<file path="src/hdl/decimal_text_to_float_defines.svh">
// Assertion macros shared by the decimal text to float converter.
// Needs a clock named clk and an active-low reset named rst_n in scope.
`ifndef DECIMAL_TEXT_TO_FLOAT_DEFINES_SVH
`define DECIMAL_TEXT_TO_FLOAT_DEFINES_SVH

`ifndef SYNTH
// Antecedent implies consequent in the same cycle.
`define DTTF_ASSERT_SAME(lbl, ante, cons) \
    lbl: assert property (@(posedge clk) disable iff (!rst_n) (ante) |-> (cons)) \
        else $error("same-cycle check failed");
// Antecedent implies consequent in the following cycle.
`define DTTF_ASSERT_NEXT(lbl, ante, cons) \
    lbl: assert property (@(posedge clk) disable iff (!rst_n) (ante) |=> (cons)) \
        else $error("next-cycle check failed");
`else
`define DTTF_ASSERT_SAME(lbl, ante, cons)
`define DTTF_ASSERT_NEXT(lbl, ante, cons)
`endif

`endif

</file>
<file path="src/hdl/dttf_pkg.sv">
// Shared types, codes and constant tables for the decimal text to float converter.
// No dependencies.
package dttf_pkg;

    localparam int MAX_SIG_DIGITS_DEF = 9;
    localparam int DIGIT_SAT          = 9;
    localparam int EXP_LIMIT          = 38;

    typedef logic [1:0] fpu_op_t;
    localparam fpu_op_t OP_MUL = 2'd0;
    localparam fpu_op_t OP_ADD = 2'd1;
    localparam fpu_op_t OP_DIV = 2'd2;

    typedef logic [1:0] status_t;
    localparam status_t STATUS_OK    = 2'd0;
    localparam status_t STATUS_NODIG = 2'd1;
    localparam status_t STATUS_RANGE = 2'd2;

    localparam logic [31:0] FLOAT_TEN = 32'h4120_0000;
    localparam logic [31:0] FLOAT_INF = 32'h7f80_0000;

    typedef struct packed {
        logic    start;
        fpu_op_t op;
    } fpu_req_t;

    typedef struct packed {
        logic        done;
        logic [31:0] bits;
    } fpu_rsp_t;

    // Single-rounded powers of ten, 10^0 through 10^38.
    function automatic logic [31:0] pow10_bits(input logic [5:0] k);
        logic [31:0] r;
        begin
            unique case (k)
                6'd0:  r = 32'h3F800000;  6'd1:  r = 32'h41200000;
                6'd2:  r = 32'h42C80000;  6'd3:  r = 32'h447A0000;
                6'd4:  r = 32'h461C4000;  6'd5:  r = 32'h47C35000;
                6'd6:  r = 32'h49742400;  6'd7:  r = 32'h4B189680;
                6'd8:  r = 32'h4CBEBC20;  6'd9:  r = 32'h4E6E6B28;
                6'd10: r = 32'h501502F9;  6'd11: r = 32'h51BA43B7;
                6'd12: r = 32'h5368D4A5;  6'd13: r = 32'h551184E7;
                6'd14: r = 32'h56B5E621;  6'd15: r = 32'h58635FA9;
                6'd16: r = 32'h5A0E1BCA;  6'd17: r = 32'h5BB1A2BC;
                6'd18: r = 32'h5D5E0B6B;  6'd19: r = 32'h5F0AC723;
                6'd20: r = 32'h60AD78EC;  6'd21: r = 32'h6258D727;
                6'd22: r = 32'h64078678;  6'd23: r = 32'h65A96816;
                6'd24: r = 32'h6753C21C;  6'd25: r = 32'h69045951;
                6'd26: r = 32'h6AA56FA6;  6'd27: r = 32'h6C4ECB8F;
                6'd28: r = 32'h6E013F39;  6'd29: r = 32'h6FA18F08;
                6'd30: r = 32'h7149F2CA;  6'd31: r = 32'h72FC6F7C;
                6'd32: r = 32'h749DC5AE;  6'd33: r = 32'h76453719;
                6'd34: r = 32'h77F684DF;  6'd35: r = 32'h799A130C;
                6'd36: r = 32'h7B4097CE;  6'd37: r = 32'h7CF0BDC2;
                6'd38: r = 32'h7E967699;
                default: r = FLOAT_INF;
            endcase
            return r;
        end
    endfunction

    // Float encoding of a decimal digit value.
    function automatic logic [31:0] digit_bits(input logic [3:0] d);
        logic [31:0] r;
        begin
            unique case (d)
                4'd0: r = 32'h00000000;
                4'd1: r = 32'h3F800000;
                4'd2: r = 32'h40000000;
                4'd3: r = 32'h40400000;
                4'd4: r = 32'h40800000;
                4'd5: r = 32'h40A00000;
                4'd6: r = 32'h40C00000;
                4'd7: r = 32'h40E00000;
                4'd8: r = 32'h41000000;
                4'd9: r = 32'h41100000;
                default: r = 32'h00000000;
            endcase
            return r;
        end
    endfunction

endpackage

</file>
<file path="src/hdl/dttf_fpu.sv">
// Shared single-precision unit: multiply, add and bit-serial divide of
// non-negative operands, rounded to nearest-even. Depends on dttf_pkg.
module dttf_fpu
    import dttf_pkg::*;
(
    input  logic        clk,
    input  logic        rst_n,
    input  fpu_req_t    req,
    input  logic [31:0] opa,
    input  logic [31:0] opb,
    output fpu_rsp_t    rsp
);

    localparam logic [2:0] FS_IDLE = 3'd0;
    localparam logic [2:0] FS_PREP = 3'd1;
    localparam logic [2:0] FS_MULN = 3'd2;
    localparam logic [2:0] FS_DNRM = 3'd3;
    localparam logic [2:0] FS_DIV  = 3'd4;
    localparam logic [2:0] FS_DIVN = 3'd5;
    localparam logic [2:0] FS_RND  = 3'd6;

    localparam int          DIV_BITS = 27;
    localparam logic [4:0]  DIV_LAST = 5'(DIV_BITS - 1);

    logic [2:0]         state_reg, state_next;
    fpu_op_t            op_reg, op_next;
    logic [31:0]        a_reg, a_next, b_reg, b_next;
    logic [47:0]        prod_reg, prod_next;
    logic [23:0]        ma_reg, ma_next;
    logic signed [10:0] exp_reg, exp_next;
    logic [24:0]        rem_reg, rem_next;
    logic [26:0]        quo_reg, quo_next;
    logic [4:0]         cnt_reg, cnt_next;
    logic [26:0]        sig_reg, sig_next;
    logic               stk_reg, stk_next;
    logic [31:0]        res_reg, res_next;
    logic               done_reg, done_next;

    // Operand fields
    logic [7:0]  a_exp, b_exp, big_exp, sml_exp, dexp;
    logic [23:0] mb_full, big_m, sml_m;
    logic        a_zero, a_inf, b_zero, b_inf, a_big;
    logic [26:0] sml_ext, sml_sh, add_mask;
    logic [4:0]  dsh;
    logic [27:0] sum;
    logic [25:0] dtrial;
    logic        dge;
    logic [24:0] drem;

    // Rounding
    logic signed [10:0] sh_full;
    logic [4:0]         shamt;
    logic [7:0]         eeff;
    logic [26:0]        rmask, shd;
    logic               rlost, rst_bit, rup;
    logic [30:0]        packed_bits;
    logic [31:0]        rnd_res;

    assign a_exp   = a_reg[30:23];
    assign b_exp   = b_reg[30:23];
    assign a_zero  = (a_reg[30:0] == 31'd0);
    assign b_zero  = (b_reg[30:0] == 31'd0);
    assign a_inf   = (a_exp == 8'hFF);
    assign b_inf   = (b_exp == 8'hFF);
    assign mb_full = {1'b1, b_reg[22:0]};

    // Operand alignment for the adder.
    always_comb
    begin
        a_big    = (a_reg[30:0] >= b_reg[30:0]);
        big_exp  = a_big ? a_exp : b_exp;
        sml_exp  = a_big ? b_exp : a_exp;
        big_m    = a_big ? {1'b1, a_reg[22:0]} : mb_full;
        sml_m    = a_big ? mb_full : {1'b1, a_reg[22:0]};
        dexp     = big_exp - sml_exp;
        dsh      = (dexp > 8'd27) ? 5'd27 : dexp[4:0];
        sml_ext  = {sml_m, 3'b000};
        sml_sh   = sml_ext >> dsh;
        add_mask = ~({27{1'b1}} << dsh);
        sum      = {1'b0, big_m, 3'b000} + {1'b0, sml_sh};
    end

    // One restoring division step.
    always_comb
    begin
        dtrial = {1'b0, rem_reg} - {2'b00, mb_full};
        dge    = ~dtrial[25];
        drem   = dge ? dtrial[24:0] : rem_reg;
    end

    // Round a normalized significand, with gradual underflow and overflow to infinity.
    always_comb
    begin
        sh_full = 11'sd1 - exp_reg;
        if (exp_reg <= 11'sd0)
        begin
            shamt = (sh_full > 11'sd27) ? 5'd27 : sh_full[4:0];
            eeff  = 8'd0;
        end
        else
        begin
            shamt = 5'd0;
            eeff  = exp_reg[7:0];
        end
        rmask       = ~({27{1'b1}} << shamt);
        rlost       = |(sig_reg & rmask);
        shd         = sig_reg >> shamt;
        rst_bit     = shd[1] | shd[0] | stk_reg | rlost;
        rup         = shd[2] & (rst_bit | shd[3]);
        packed_bits = {eeff, shd[25:3]} + {30'd0, rup};
        if (exp_reg >= 11'sd255)
            rnd_res = FLOAT_INF;
        else
            rnd_res = {1'b0, packed_bits};
    end

    always_comb
    begin
        state_next = state_reg;
        op_next    = op_reg;
        a_next     = a_reg;
        b_next     = b_reg;
        prod_next  = prod_reg;
        ma_next    = ma_reg;
        exp_next   = exp_reg;
        rem_next   = rem_reg;
        quo_next   = quo_reg;
        cnt_next   = cnt_reg;
        sig_next   = sig_reg;
        stk_next   = stk_reg;
        res_next   = res_reg;
        done_next  = 1'b0;
        unique case (state_reg)
            FS_IDLE:
            begin
                if (req.start)
                begin
                    op_next    = req.op;
                    a_next     = opa;
                    b_next     = opb;
                    state_next = FS_PREP;
                end
            end
            FS_PREP:
            begin
                unique case (op_reg)
                    OP_MUL:
                    begin
                        if (a_zero || b_zero)
                        begin
                            res_next   = 32'd0;
                            done_next  = 1'b1;
                            state_next = FS_IDLE;
                        end
                        else if (a_inf || b_inf)
                        begin
                            res_next   = FLOAT_INF;
                            done_next  = 1'b1;
                            state_next = FS_IDLE;
                        end
                        else
                        begin
                            prod_next  = {1'b1, a_reg[22:0]} * mb_full;
                            exp_next   = $signed({3'b000, a_exp}) + $signed({3'b000, b_exp})
                                         - 11'sd127;
                            state_next = FS_MULN;
                        end
                    end
                    OP_ADD:
                    begin
                        if (a_inf || b_inf)
                        begin
                            res_next   = FLOAT_INF;
                            done_next  = 1'b1;
                            state_next = FS_IDLE;
                        end
                        else if (a_zero || b_zero)
                        begin
                            res_next   = a_big ? a_reg : b_reg;
                            done_next  = 1'b1;
                            state_next = FS_IDLE;
                        end
                        else
                        begin
                            if (sum[27])
                            begin
                                sig_next = sum[27:1];
                                stk_next = sum[0] | (|(sml_ext & add_mask));
                                exp_next = $signed({3'b000, big_exp}) + 11'sd1;
                            end
                            else
                            begin
                                sig_next = sum[26:0];
                                stk_next = |(sml_ext & add_mask);
                                exp_next = $signed({3'b000, big_exp});
                            end
                            state_next = FS_RND;
                        end
                    end
                    OP_DIV:
                    begin
                        if (a_zero || (b_inf && !a_inf))
                        begin
                            res_next   = 32'd0;
                            done_next  = 1'b1;
                            state_next = FS_IDLE;
                        end
                        else if (a_inf && b_inf)
                        begin
                            res_next   = 32'h7fc0_0000;
                            done_next  = 1'b1;
                            state_next = FS_IDLE;
                        end
                        else if (a_inf || b_zero)
                        begin
                            res_next   = FLOAT_INF;
                            done_next  = 1'b1;
                            state_next = FS_IDLE;
                        end
                        else
                        begin
                            ma_next    = {(a_exp != 8'd0), a_reg[22:0]};
                            exp_next   = (a_exp == 8'd0) ? 11'sd1 : $signed({3'b000, a_exp});
                            state_next = FS_DNRM;
                        end
                    end
                    default:
                    begin
                        res_next   = 32'd0;
                        done_next  = 1'b1;
                        state_next = FS_IDLE;
                    end
                endcase
            end
            FS_MULN:
            begin
                if (prod_reg[47])
                begin
                    sig_next = prod_reg[47:21];
                    stk_next = |prod_reg[20:0];
                    exp_next = exp_reg + 11'sd1;
                end
                else
                begin
                    sig_next = prod_reg[46:20];
                    stk_next = |prod_reg[19:0];
                end
                state_next = FS_RND;
            end
            FS_DNRM:
            begin
                // A subnormal dividend is brought to a leading one a bit at a time.
                if (ma_reg[23])
                begin
                    rem_next   = {1'b0, ma_reg};
                    quo_next   = 27'd0;
                    cnt_next   = 5'd0;
                    state_next = FS_DIV;
                end
                else
                begin
                    ma_next  = {ma_reg[22:0], 1'b0};
                    exp_next = exp_reg - 11'sd1;
                end
            end
            FS_DIV:
            begin
                quo_next = {quo_reg[25:0], dge};
                rem_next = {drem[23:0], 1'b0};
                cnt_next = cnt_reg + 5'd1;
                if (cnt_reg == DIV_LAST)
                    state_next = FS_DIVN;
            end
            FS_DIVN:
            begin
                stk_next = (rem_reg != 25'd0);
                if (quo_reg[26])
                begin
                    sig_next = quo_reg;
                    exp_next = exp_reg - $signed({3'b000, b_exp}) + 11'sd127;
                end
                else
                begin
                    sig_next = {quo_reg[25:0], 1'b0};
                    exp_next = exp_reg - $signed({3'b000, b_exp}) + 11'sd126;
                end
                state_next = FS_RND;
            end
            FS_RND:
            begin
                res_next   = rnd_res;
                done_next  = 1'b1;
                state_next = FS_IDLE;
            end
            default:
            begin
                state_next = FS_IDLE;
            end
        endcase
    end

    always_ff @(posedge clk or negedge rst_n)
    begin
        if (!rst_n)
        begin
            state_reg <= FS_IDLE;
            done_reg  <= 1'b0;
        end
        else
        begin
            state_reg <= state_next;
            done_reg  <= done_next;
        end
    end

    always_ff @(posedge clk)
    begin
        op_reg   <= op_next;
        a_reg    <= a_next;
        b_reg    <= b_next;
        prod_reg <= prod_next;
        ma_reg   <= ma_next;
        exp_reg  <= exp_next;
        rem_reg  <= rem_next;
        quo_reg  <= quo_next;
        cnt_reg  <= cnt_next;
        sig_reg  <= sig_next;
        stk_reg  <= stk_next;
        res_reg  <= res_next;
    end

    assign rsp.done = done_reg;
    assign rsp.bits = res_reg;

endmodule

</file>
<file path="config.mk">
export PLATFORM = sky130hd
export DESIGN_NAME = dttf_fpu
export DESIGN_NICKNAME = d
export VERILOG_FILES = /design/src/hdl/decimal_text_to_float_defines.svh /design/src/hdl/dttf_pkg.sv /design/src/hdl/dttf_fpu.sv
export SDC_FILE = /design/constraint.sdc
export NUM_CORES = 2
export LEC_CHECK = 0
export BUFFER_PORTS_ARGS = -buffer_cell sky130_fd_sc_hd__buf_2
export CAP_MARGIN = 25
export CORE_ASPECT_RATIO = 1.25
export CORE_MARGIN = 10
export CORE_UTILIZATION = 55
export CTS_CLUSTER_SIZE = 30
export DETAILED_ROUTE_END_ITERATION = 12
export PLACE_DENSITY = 0.75
export SLEW_MARGIN = 20
export SYNTH_ARGS = -nofsm -noshare
export SYNTH_HDL_FRONTEND = slang
export SYNTH_SLANG_ARGS = --single-unit
</file>
<file path="constraint.sdc">
create_clock -name clk -period 27.8 [get_ports clk]
set_input_delay 2.78 -clock clk [delete_from_list [all_inputs] [get_ports clk]]
set_output_delay 2.78 -clock clk [all_outputs]
set_load 0.01 [all_outputs]
</file>
==> flow_summary.ini <==
[final_layout]
fillers = 6230
seq_area_um2 = 8090
syn_to_final_growth_pct = 6.95
multiInputGateArea_um2 = 29100
layout-drive-gt1-share_pct = 7.41
final_nets = 5331
largest_register_ffs = 48

[grt]
grt_start_max_net_pins = 72
grt_use_total_pct = 32.9
globalRouteOverflowTotal = 0
antenna_found_initial = 3
first_global_vias = 35100
grt_first_pass_wirelength_mm = 211

[clock_network]
root_buffer = clkbuf_16
cts_num_sinks = 270
ctsHtreeMaxLevel = 2
cts_buffers = 34
clk_latency_ps = 590
cts_hold_buf = 0
cts_tree = built
cts_setup_buffers = 0
clock_path_buffers = 3
ctsResizeCount = 0
clk_pin_slew_worst_paths_ps = 70

[logic_synthesis]
synthFlopType = edfxtp_1
yosysSeqAreaShare_pct = 20.1
synth_area_leaders = fa_1 24%, edfxtp_1 20%, ha_1 9.9%
synth_area_um2 = 40300
yosysTopAreaCell = fa_1
synth-warning-count = 0
synth_cells = 4443
yosysTopAreaCellShare_pct = 24.2
avgSynthCellArea_um2 = 9.06
ys_seq_elements = 270
ys_top_cells_by_count = 591 x inv_1, 556 x nand2_1, 487 x fa_1, 318 x ha_1, 266 x edfxtp_1
synth_nets = 5317
synth_cell_types = 104
synth_edf_count = 266
synth_most_common_cell = inv_1
async_flop_share_pct = 1.48

[placed_design]
io_buffers = 101
gp_congestion = 1.05
place_hpwl_mm = 106

[critical_path]
rr_startpoint = b_reg[15]
cpMostUsedCell = a21oi_1
crit_path_max_incr_delay_ps = 980
start_kind = flip-flop
path_max_fanout = 48
worstPathRequired_ps = 28100
crit_type = flip-flop to flip-flop
end_kind = flip-flop
reg2regPathDepth = 38
r2r-end = exp_reg[6]
regToRegSetupSlack_ps = 16720
crit_slowest_cell = edfxtp_1
cp.arrival_ps = 11380

[sta]
setup_tns_ps = 0
drv_slew = 0
relSlewSlack_pct = 17.1
timing.fmax_mhz = 90.3
fin_skew_ps = 39.7
max_slew.worst_pin.slew_ps = 1230
rsz0062_at_grt = no
min_period_ps = 11080
hold_violations = 0
setup_violations = 0
min_period_over_period_pct = 39.9

[outcome]
outcome = complete, no violations

[floorplan]
boundaryPins = 102
die_y_um = 323
rows = 110
core-area_um2 = 72300
die-area_um2 = 84500
die_x_um = 262
initial_utilization_pct = 55.7

[worst_hold_path]
holdPathStages = 2
hold_end = rem_reg[14]
min_from = ma_reg[14]
hp-class = flip-flop to flip-flop

[routing]
drt-initial-drc-count = 3029
vias_per_cell = 6.32
wirelength_mm = 139
wl_per_cell_um = 25.6
vias = 34400
drtPass1Iterations = 7
drtAntennaViolNets = 0
route.detailed.drc = 0

[job]
maxCapViolations = 0
critical path: cells and delay by family, from the launching register on:
family,cells,cell delay [ps]
AO/OA/AOI/OAI,19,4440
AND/OR/NAND/NOR,9,2180
buffers and inverters,4,1500
flip-flops,1,980
adder cells (fa/ha/maj),3,870
multiplexers,2,560
XOR/XNOR,1,210
metrics by stage:
| step | cells | utilization (%) | hold WS [ps] | worst slack [ps] | cell area [µm²] |
|---|---|---|---|---|---|
| global route | 5434 | 59.6 | 589 | 15950 | 43100 |
| global placement | 5367 | 58.0 | 533 | 17220 | 41900 |
| detailed placement | 5368 | 58.0 | 539 | 16980 | 41900 |
| floorplan | 4443 | - | 522 | 17960 | 40300 |
| finish | 5438 | 59.6 | 562 | 16720 | 43100 |
| CTS | 5429 | 59.5 | 554 | 16900 | 43000 |
area by class of cell:
class	count	share of cell area [%]
Sequential cell	270	18.8
Multi-Input combinational cell	3348	67.6
Tap cell	952	2.77
Clock buffer	41	2.09
Timing Repair Buffer	209	3.11
Clock inverter	20	0.488
Antenna cell	4	0.0232
Inverter	594	5.18
how the worst max path moves through the flow:
stage | startpoint | endpoint | slack, ps | depth (start not counted)
finish | b_reg[15] | exp_reg[6] | 16720 | 38
global route | b_reg[15] | exp_reg[6] | 15950 | 38
CTS | b_reg[15] | exp_reg[6] | 16900 | 38
detailed placement | b_reg[15] | exp_reg[6] | 16980 | 38
global placement | b_reg[15] | exp_reg[1] | 17220 | 39
floorplan | a_reg[0] | exp_reg[1] | 17960 | 43
placed cells by master, fill, tap and decap left out, types with 10 or more instances in the layout:
cell,instances
inv_1,591
nand2_1,556
fa_1,487
ha_1,318
edfxtp_1,266
and2_1,230
o21ai_0,219
nor2_1,214
a21oi_1,208
mux2i_1,143
buf_4,103
buf_2,101
xnor2_1,97
nand3_1,71
nor3_1,63
a21o_1,53
xor2_1,47
nand2b_1,44
and3_1,42
o211ai_1,35
clkbuf_16,35
nor4_1,34
a211oi_1,31
o21bai_1,30
nand4_1,27
or3_1,26
a31oi_1,24
nor2b_1,23
o21a_1,22
o31ai_1,21
o22a_1,21
a2111oi_0,18
a22oi_1,12
a221oi_1,11
o22ai_1,11
o221ai_1,10
mux2_2,10
or2_2,10
metal layers:
layer  share of wire, %  vias to the layer above  global-route usage (%)  routed length (µm)
li1                   -                    15000                       -                   -
met1                 35                    16800                    38.1               49200
met2                 48                     2001                    54.0               66100
met3                8.9                      583                    6.34               12400
met4                8.1                        0                    23.2               11300
met5                  0                        -                       0                   0
cell families (layout without fill, tap and decap cells):
| family | count (synthesis) | count (layout) | synth area share (%) |
|---|---|---|---|
| AOI/OAI and AO/OA | 854 | 854 | 13.9 |
| xor gates and xnor gates | 145 | 145 | 3.17 |
| adders and majority gates | 805 | 805 | 34.1 |
| buffers and inverters | 825 | 864 | 7.82 |
| DFF | 270 | 270 | 20.1 |
| muxes | 161 | 161 | 4.25 |
| other | 0 | 4 | 0 |
| and+or+nand+nor | 1383 | 1383 | 16.7 |
Power is not shown: default switching activity piles up to over one toggle a cycle in this logic, so the estimate is an artifact.
